[src/hdl/ngh_pkg.sv]
// ----------------------------------------------------------------------------
// ngh_pkg
// shared types and constants of the n-gram multiply-xor hash block
// ----------------------------------------------------------------------------
package ngh_pkg;

  localparam int TOKEN_W = 32;
  localparam int MULT_W  = 64;
  localparam int MOD_W   = 32;
  localparam int HEAD_W  = 2;
  localparam int CFG_IDX_W  = 64;
  localparam int CFG_DATA_W = 64;
  localparam int NUM_HEADS  = 4;
  localparam int REM_CNT_W  = 7;

  localparam logic [CFG_IDX_W-1:0] REG_PAD_ID   = 64'd0;
  localparam logic [CFG_IDX_W-1:0] REG_MULT_0   = 64'd1;
  localparam logic [CFG_IDX_W-1:0] REG_MULT_1   = 64'd2;
  localparam logic [CFG_IDX_W-1:0] REG_MULT_2   = 64'd3;
  localparam logic [CFG_IDX_W-1:0] REG_MOD_BI_0 = 64'd4;
  localparam logic [CFG_IDX_W-1:0] REG_MOD_BI_1 = 64'd5;
  localparam logic [CFG_IDX_W-1:0] REG_MOD_TRI_0 = 64'd6;
  localparam logic [CFG_IDX_W-1:0] REG_MOD_TRI_1 = 64'd7;

  typedef enum logic [2:0] {
    ST_IDLE,
    ST_MUL,
    ST_MIX,
    ST_REM,
    ST_OUT
  } state_t;

  // controller to datapath
  typedef struct packed {
    logic load;      // capture word, update history
    logic mul_step;  // one partial product step
    logic mix;       // form mixes
    logic rem_start; // start remainder for current head
    logic rem_step;  // one remainder bit
    logic out_load;  // move result to output register
  } dp_cmd_t;

  // datapath to controller
  typedef struct packed {
    logic mul_done;
    logic rem_done;
  } dp_sts_t;

endpackage

[src/hdl/ngh_if.sv]
// ----------------------------------------------------------------------------
// ngh_in_if / ngh_out_if
// valid-ready channels of the hash block
// ----------------------------------------------------------------------------
interface ngh_in_if;
  import ngh_pkg::*;
  logic               valid;
  logic               ready;
  logic [TOKEN_W-1:0] token;
  logic               row_start;
  modport source (output valid, output token, output row_start, input ready);
  modport sink (input valid, input token, input row_start, output ready);
endinterface

interface ngh_out_if;
  import ngh_pkg::*;
  logic              valid;
  logic              ready;
  logic [HEAD_W-1:0] head_index;
  logic [MOD_W-1:0]  hash_value;
  logic              last;
  modport source (output valid, output head_index, output hash_value, output last,
                  input ready);
  modport sink (input valid, input head_index, input hash_value, input last,
                output ready);
endinterface

[src/hdl/ngh_ctrl.sv]
// ----------------------------------------------------------------------------
// ngh_ctrl
// sequencer: multiply, mix, one bit-serial remainder per head, output
// ----------------------------------------------------------------------------
module ngh_ctrl (
  input  logic             clk,
  input  logic             rst_n,
  input  logic             in_valid,
  output logic             in_ready,
  output logic             out_valid,
  input  logic             out_ready,
  output logic [1:0]       head,
  output logic             last,
  output ngh_pkg::dp_cmd_t cmd,
  input  ngh_pkg::dp_sts_t sts
);
  import ngh_pkg::*;

  state_t state_r, state_nxt;
  logic [HEAD_W-1:0] head_r, head_nxt;
  logic ov_r, ov_nxt;
  logic [HEAD_W-1:0] ohead_r, ohead_nxt;

  always_ff @(posedge clk) begin
    if (!rst_n) begin
      state_r <= ST_IDLE;
      head_r  <= '0;
      ov_r    <= 1'b0;
      ohead_r <= '0;
    end else begin
      state_r <= state_nxt;
      head_r  <= head_nxt;
      ov_r    <= ov_nxt;
      ohead_r <= ohead_nxt;
    end
  end

  assign in_ready  = (state_r == ST_IDLE);
  assign out_valid = ov_r;
  assign head      = head_r;
  assign last      = (ohead_r == HEAD_W'(NUM_HEADS - 1));

  always_comb begin
    state_nxt = state_r;
    head_nxt  = head_r;
    ohead_nxt = ohead_r;
    ov_nxt    = ov_r & ~out_ready;
    cmd       = '0;
    unique case (state_r)
      ST_IDLE: begin
        if (in_valid) begin
          cmd.load  = 1'b1;
          head_nxt  = '0;
          state_nxt = ST_MUL;
        end
      end
      ST_MUL: begin
        cmd.mul_step = 1'b1;
        if (sts.mul_done) state_nxt = ST_MIX;
      end
      ST_MIX: begin
        cmd.mix       = 1'b1;
        state_nxt     = ST_REM;
      end
      ST_REM: begin
        if (!sts.rem_done) begin
          cmd.rem_step = 1'b1;
        end else begin
          state_nxt = ST_OUT;
        end
      end
      ST_OUT: begin
        if (!ov_r || out_ready) begin
          cmd.out_load = 1'b1;
          ov_nxt       = 1'b1;
          ohead_nxt    = head_r;
          if (head_r == HEAD_W'(NUM_HEADS - 1)) begin
            state_nxt = ST_IDLE;
          end else begin
            head_nxt      = head_r + 1'b1;
            cmd.rem_start = 1'b1;
            state_nxt     = ST_REM;
          end
        end
      end
      default: state_nxt = ST_IDLE;
    endcase
    if (state_r == ST_MIX) cmd.rem_start = 1'b1;
  end
endmodule

[src/hdl/ngh_dp.sv]
// ----------------------------------------------------------------------------
// ngh_dp
// config registers, history, 32x32 partial product multiplier, mixes,
// restoring bit-serial floor remainder
// ----------------------------------------------------------------------------
module ngh_dp (
  input  logic                          clk,
  input  logic                          rst_n,
  input  logic                          cfg_we,
  input  logic [ngh_pkg::CFG_IDX_W-1:0] cfg_index,
  input  logic [ngh_pkg::CFG_DATA_W-1:0] cfg_data,
  input  logic [ngh_pkg::TOKEN_W-1:0]   in_token,
  input  logic                          in_row_start,
  input  logic [1:0]                    head,
  input  ngh_pkg::dp_cmd_t              cmd,
  output ngh_pkg::dp_sts_t              sts,
  output logic [ngh_pkg::MOD_W-1:0]     hash_value
);
  import ngh_pkg::*;

  logic [TOKEN_W-1:0] pad_r;
  logic [MULT_W-1:0]  mult_r [3];
  logic [MOD_W-1:0]   mod_r [4];
  logic [TOKEN_W-1:0] hist_r [2];
  logic [TOKEN_W-1:0] tok_r [3];
  logic [MULT_W-1:0]  prod_r [3];
  logic [2:0]         mstep_r;
  logic [MULT_W-1:0]  mix2_r, mix3_r;
  logic [MULT_W-1:0]  mag_r;
  logic               neg_r;
  logic [MOD_W:0]     rem_r;
  logic [REM_CNT_W-1:0] cnt_r;
  logic [MOD_W-1:0]   hash_r;

  always_ff @(posedge clk) begin
    if (!rst_n) begin
      pad_r <= '0;
      for (int i = 0; i < 3; i++) mult_r[i] <= 64'd1;
      for (int i = 0; i < 4; i++) mod_r[i] <= 32'd1;
      hist_r[0] <= '0;
      hist_r[1] <= '0;
    end else begin
      if (cfg_we) begin
        unique case (cfg_index)
          REG_PAD_ID:    pad_r     <= cfg_data[TOKEN_W-1:0];
          REG_MULT_0:    mult_r[0] <= cfg_data;
          REG_MULT_1:    mult_r[1] <= cfg_data;
          REG_MULT_2:    mult_r[2] <= cfg_data;
          REG_MOD_BI_0:  mod_r[0]  <= cfg_data[MOD_W-1:0];
          REG_MOD_BI_1:  mod_r[1]  <= cfg_data[MOD_W-1:0];
          REG_MOD_TRI_0: mod_r[2]  <= cfg_data[MOD_W-1:0];
          REG_MOD_TRI_1: mod_r[3]  <= cfg_data[MOD_W-1:0];
          default: ;
        endcase
      end
      if (cmd.load) begin
        hist_r[0] <= in_token;
        hist_r[1] <= in_row_start ? pad_r : hist_r[0];
      end
    end
  end

  // one 32x32 partial product per step: 3 tokens x 2 multiplier halves
  logic [1:0] ti;
  logic       hi;
  logic [63:0] pp;
  assign ti = (mstep_r[2:1] == 2'd3) ? 2'd2 : mstep_r[2:1];
  assign hi = mstep_r[0];
  assign pp = tok_r[ti] * (hi ? mult_r[ti][63:32] : mult_r[ti][31:0]);
  assign sts.mul_done = (mstep_r == 3'd5);

  // remainder: shift magnitude bits into rem, subtract modulus
  logic [MOD_W-1:0] m;
  logic [MOD_W:0]   sh, dif;
  assign m   = mod_r[head];
  assign sh  = {rem_r[MOD_W-1:0], mag_r[MULT_W-1]};
  assign dif = sh - {1'b0, m};
  assign sts.rem_done = (cnt_r == REM_CNT_W'(MULT_W));

  // head still holds the finished head; every head after head 0 takes mix3
  // except head 1, i.e. next head uses mix3 when the finished head is not 0
  logic nxt_tri;
  assign nxt_tri = (head != 2'd0);

  always_ff @(posedge clk) begin
    if (cmd.load) begin
      tok_r[0] <= in_token;
      tok_r[1] <= in_row_start ? pad_r : hist_r[0];
      tok_r[2] <= in_row_start ? pad_r : hist_r[1];
      mstep_r  <= '0;
    end
    if (cmd.mul_step) begin
      if (hi) prod_r[ti] <= prod_r[ti] + {pp[31:0], 32'd0};
      else    prod_r[ti] <= pp;
      mstep_r <= mstep_r + 1'b1;
    end
    if (cmd.mix) begin
      mix2_r <= prod_r[0] ^ prod_r[1];
      mix3_r <= prod_r[0] ^ prod_r[1] ^ prod_r[2];
    end
    if (cmd.rem_start) begin
      // head selects mix; at mix time head is 0 so mix2 is forwarded
      if (cmd.mix) begin
        neg_r <= prod_r[0][63] ^ prod_r[1][63];
        mag_r <= (prod_r[0][63] ^ prod_r[1][63]) ? -(prod_r[0] ^ prod_r[1])
                                                 : (prod_r[0] ^ prod_r[1]);
      end else begin
        neg_r <= (nxt_tri ? mix3_r[63] : mix2_r[63]);
        mag_r <= (nxt_tri ? mix3_r[63] : mix2_r[63]) ?
                 -(nxt_tri ? mix3_r : mix2_r) : (nxt_tri ? mix3_r : mix2_r);
      end
      rem_r <= '0;
      cnt_r <= '0;
    end else if (cmd.rem_step) begin
      rem_r <= dif[MOD_W] ? sh : dif;
      mag_r <= {mag_r[MULT_W-2:0], 1'b0};
      cnt_r <= cnt_r + 1'b1;
    end
    if (cmd.out_load) begin
      if (m == '0 || rem_r == '0) hash_r <= '0;
      else if (neg_r)             hash_r <= m - rem_r[MOD_W-1:0];
      else                        hash_r <= rem_r[MOD_W-1:0];
    end
  end

  assign hash_value = hash_r;
endmodule

[src/hdl/ngram_multiply_xor_hash_core.sv]
// ----------------------------------------------------------------------------
// ngram_multiply_xor_hash_core
// bigram and trigram multiply-xor hashes reduced by four head moduli
// ----------------------------------------------------------------------------
// operation: six multiply steps and a mix step, then per head a 64-step
//   bit-serial remainder, a done check and an output step; a new word is
//   accepted only after the last head's result is loaded; result stalls hold the output step
// reset: synchronous active low; config registers, history and control state return to defaults
module ngram_multiply_xor_hash_core (
  input  logic                           clk,
  input  logic                           rst_n,
  ngh_in_if.sink                         in_ch,
  ngh_out_if.source                      out_ch,
  input  logic                           cfg_we,
  input  logic [ngh_pkg::CFG_IDX_W-1:0]  cfg_index,
  input  logic [ngh_pkg::CFG_DATA_W-1:0] cfg_data
);
  import ngh_pkg::*;

  dp_cmd_t cmd;
  dp_sts_t sts;
  logic [1:0] head;
  logic [HEAD_W-1:0] ohead_r;

  ngh_ctrl u_ctrl (
    .clk(clk), .rst_n(rst_n),
    .in_valid(in_ch.valid), .in_ready(in_ch.ready),
    .out_valid(out_ch.valid), .out_ready(out_ch.ready),
    .head(head), .last(out_ch.last), .cmd(cmd), .sts(sts)
  );

  ngh_dp u_dp (
    .clk(clk), .rst_n(rst_n),
    .cfg_we(cfg_we), .cfg_index(cfg_index), .cfg_data(cfg_data),
    .in_token(in_ch.token), .in_row_start(in_ch.row_start),
    .head(head), .cmd(cmd), .sts(sts), .hash_value(out_ch.hash_value)
  );

  always_ff @(posedge clk) begin
    if (!rst_n) begin
      ohead_r <= '0;
    end else if (cmd.out_load) begin
      ohead_r <= head;
    end
  end
  assign out_ch.head_index = ohead_r;
endmodule

[src/flat_wrapper.sv]
// flat-port wrapper written by rule: the top's interface ports become plain ports
module ngram_multiply_xor_hash_core_flat import ngh_pkg::*;
  (clk, rst_n, cfg_we, cfg_index, cfg_data, in_ch_valid, in_ch_token, in_ch_row_start, in_ch_ready, out_ch_valid, out_ch_head_index, out_ch_hash_value, out_ch_last, out_ch_ready);
  ngh_in_if in_ch_i ();
  ngh_out_if out_ch_i ();
  input  logic clk;
  input  logic rst_n;
  input  logic cfg_we;
  input  logic [ngh_pkg::CFG_IDX_W-1:0] cfg_index;
  input  logic [ngh_pkg::CFG_DATA_W-1:0] cfg_data;
  input wire logic [$bits(in_ch_i.valid)-1:0] in_ch_valid;
  input wire logic [$bits(in_ch_i.token)-1:0] in_ch_token;
  input wire logic [$bits(in_ch_i.row_start)-1:0] in_ch_row_start;
  output wire logic [$bits(in_ch_i.ready)-1:0] in_ch_ready;
  output wire logic [$bits(out_ch_i.valid)-1:0] out_ch_valid;
  output wire logic [$bits(out_ch_i.head_index)-1:0] out_ch_head_index;
  output wire logic [$bits(out_ch_i.hash_value)-1:0] out_ch_hash_value;
  output wire logic [$bits(out_ch_i.last)-1:0] out_ch_last;
  input wire logic [$bits(out_ch_i.ready)-1:0] out_ch_ready;
  assign in_ch_i.valid = in_ch_valid;
  assign in_ch_i.token = in_ch_token;
  assign in_ch_i.row_start = in_ch_row_start;
  assign in_ch_ready = in_ch_i.ready;
  assign out_ch_valid = out_ch_i.valid;
  assign out_ch_head_index = out_ch_i.head_index;
  assign out_ch_hash_value = out_ch_i.hash_value;
  assign out_ch_last = out_ch_i.last;
  assign out_ch_i.ready = out_ch_ready;
  ngram_multiply_xor_hash_core u_core (.clk(clk), .rst_n(rst_n), .in_ch(in_ch_i), .out_ch(out_ch_i), .cfg_we(cfg_we), .cfg_index(cfg_index), .cfg_data(cfg_data));
endmodule
[config.mk]
export PLATFORM = sky130hd
export DESIGN_NAME = ngram_multiply_xor_hash_core_flat
export DESIGN_NICKNAME = d
export VERILOG_FILES = /design/src/hdl/ngh_pkg.sv /design/src/hdl/ngh_if.sv /design/src/hdl/ngh_ctrl.sv /design/src/hdl/ngh_dp.sv /design/src/hdl/ngram_multiply_xor_hash_core.sv /design/src/flat_wrapper.sv
export SDC_FILE = /design/constraint.sdc
export NUM_CORES = 2
export LEC_CHECK = 0
export BUFFER_PORTS_ARGS = -buffer_cell sky130_fd_sc_hd__buf_2
export CAP_MARGIN = 5
export CORE_MARGIN = 5
export CORE_UTILIZATION = 45
export CTS_BUF_LIST = sky130_fd_sc_hd__clkbuf_16
export CTS_CLUSTER_DIAMETER = 30
export DETAILED_ROUTE_END_ITERATION = 12
export PLACE_DENSITY = 0.57
export SYNTH_ARGS = -nofsm -noshare
export SYNTH_HDL_FRONTEND = slang
export SYNTH_SLANG_ARGS = --single-unit
[constraint.sdc]
create_clock -name clk -period 12 [get_ports clk]
set_input_delay 0.6 -clock clk [delete_from_list [all_inputs] [get_ports clk]]
set_output_delay 0.6 -clock clk [all_outputs]
set_load 0.005 [all_outputs]
==> out/summary.txt <==
Yosys reg bits - 982
I/O pin count - 203
via/cell ratio - 5.540
DRT Pass-1 Iters - 8
RR Startpoint - u_core.u_dp.mstep_r[1]
final hold vios - 0
Synth cell types - 96
GRT Overall Usage - 27.07%
H-Tree Depth - 4
worst hold start - cfg_data[59]
DR DRC count - 0
Setup Buffers After CTS - 0
Net Count, Synth - 9280
Final period util - 91.45%
setup TNS - 0 ns
hold buffers post-CTS - 32
CTS Buf Count - 219
Clock Path Buffers - 3
Synth Area per Inst - 10.37 um^2
WS Path Type - reg2reg
pin count of the biggest net entering global routing - 134
register area - 0.02867 mm^2
max frequency - 91.12 MHz
yosys warns - 0
Slew Viols, Final - 0
drt total wl - 257.7 mm
fillcell total - 16275
max incr delay on CP - 0.80 ns
Clock Skew - 0.07712 ns
commonest non-fill, non-tap cells in the layout - 1105 x inv_1, 985 x nand2_1, 900 x edfxtp_1, 899 x fa_1, 619 x nor2_1
Syn Std Cell Area - 0.08139 mm^2
crit path DAT - 11.48 ns
initial core utilization - 45.13%
most used cell, CP - fa_1
final count of negative-setup-slack endpoints - 0
CTS tree - done
Worst Path Required - 12.51 ns
leading post-synthesis cells by cell area - edfxtp_1 33%, fa_1 22%, ha_1 5.6%
Iter 0 DRT Violations - 4966
Std-Cell Rows - 156
clk sinks - 982
Die H - 435.3 um
Min-Delay Path Class - in2reg
die area - 0.1895 mm^2
setup repair after global routing missed its margin - false
status - finished, final reports clean
Die Wd - 435.3 um
DR WL/cell - 24.18 um
CP max stage cell - a21oi_2
Synth Instances - 7850
vias in the first global route - 61143
GR Overflow Total - 0
Final ANT Viol Nets - 0
Tmin final - 10.97 ns
post_cts resized - 0
IO buf count - 202
clk_lat worst skew - 0.84 ns
nets@finish - 9519
top cell type's share of synthesized area - 33.21%
vias - 59041
Placeable Area - 0.1804 mm^2
Synth Flop Type - edfxtp_1
first-pass GRT wire length - 388.2 mm
CP Launch Type - flip-flop
Rel. slew slack - 17.64%
area leader, netlist - edfxtp_1
slew of the pin with the lowest slew margin - 1.227 ns
commonest non-fill, non-tap cell in the layout - inv_1
EDFF count, synth - 900
multi-input logic area - 0.04744 mm^2
sequential share of the synthesized area - 35.22%
Synth-to-Final Area Change - 14.95%
Clock Root Buffer - clkbuf_16
Final Wtd Congestion - 0.9795
ys async rst share - 0%
worst-path maximum fanout - 26
initial antenna violation count - 16
layout cell share with drive strength beyond 1 - 11.19%
kind of end point of the critical path - flip-flop
final core utilization - 51.87%
DPL Wire Length - 192.9 mm
crit path from - u_core.u_dp.mstep_r[1]
Max-Cap Viols - 0
clk slew on worst S/H paths - 0.05 ns
==> final cells by class <==
type | count | area share, %
diodes | 5 | 0.01337
multi-input cells | 5386 | 50.71
clock buffers | 220 | 5.885
clock inverters | 194 | 2.243
repair buffers | 416 | 2.977
inverters | 1084 | 4.357
flip-flops and latches | 982 | 30.64
well taps | 2370 | 3.170
==> critical path: cells and delay by family (launching register included) <==
family | cells | cell delay, ns
buffers and inverters | 8 | 1.37
AO/OA/AOI/OAI | 10 | 3.11
adder cells (fa/ha/maj) | 9 | 4.46
AND/OR/NAND/NOR | 3 | 0.30
multiplexers | 2 | 0.74
flip-flops | 1 | 0.63
==> layer usage <==
metal  part of all wire, %  up-vias  track usage, %  wire length (um)
li1                      -    26437               -                 -
met1                    42    29829           36.93            108700
met2                    46     2300           43.36            118700
met3                   7.9      473           5.243             20240
met4                   3.9        2           9.677             10120
met5                0.0050        -               0                13
==> worst paths after layout <==
kind                            slack [ns]  depth (start not counted)                        end
worst min-delay path                  0.14                          2  u_core.u_dp.mult_r[1][59]
worst max-delay path                  1.03                         32  u_core.u_dp.prod_r[1][62]
worst max register to register        1.03                         32  u_core.u_dp.prod_r[1][62]
worst min register to register        0.46                          2       u_core.u_dp.pad_r[7]
==> sequential cells by signal, summed over array words and instances (netlist names), named ones only <==
register	cells
u_core.u_dp.cnt_r	7
u_core.u_ctrl.state_r	3
u_core.u_dp.neg_r	1
u_core.u_dp.mstep_r	3
u_core.u_dp.tok_r	96
u_core.u_dp.pad_r	32
u_core.u_dp.mag_r	64
u_core.u_dp.hash_value	32
u_core.u_dp.mult_r	192
u_core.u_dp.mix3_r	64
u_core.out_ch.head_index	2
u_core.u_dp.mix2_r	64
u_core.u_dp.prod_r	192
u_core.u_dp.rem_r	33
u_core.u_ctrl.out_valid	1
u_core.u_ctrl.head	2
u_core.u_dp.mod_r	128
u_core.u_dp.hist_r	64
==> synth_stat cells, drive strengths merged (62+ instances only) <==
master,instances
clkbuf,336
fa,899
mux2i,222
buf,62
xnor2,228
mux4,64
nor2,622
nand3,79
xor2,163
o21ai,351
inv,1081
edfxtp,900
a21oi,328
dfxtp,82
and2,301
a21o,112
nand2,987
ha,365
==> cell families (layout without fill, tap and decap cells) <==
logic type               count (synthesis)  in the layout  synth area share (%)
buffers and inverters                 1482           1914                 6.912
adder cells (fa/ha/maj)               1266           1266                 27.75
multiplexers                           294            294                 4.637
AO/OA/AOI/OAI                         1112           1112                 8.306
AND/OR/NAND/NOR                       2322           2322                 12.94
flip-flops                             982            982                 35.22
other                                    0              5                     0
XOR/XNOR                               392            392                 4.235
==> per-stage QoR <==
step,std cells,worst slack (ns),hold WS [ns],area (um^2)
2_1_floorplan,7850,1.830,0.4362,81390
3_3_place_gp,10206,1.052,0.4441,85620
3_5_place_dp,10206,1.088,0.4585,85620
4_1_cts,10652,1.052,0.09069,93540
5_1_grt,10653,0.4989,0.1201,93540
6_report,10657,1.026,0.1419,93550
Power is not shown: default switching activity piles up to over one toggle a cycle in this logic, so the estimate is an artifact.
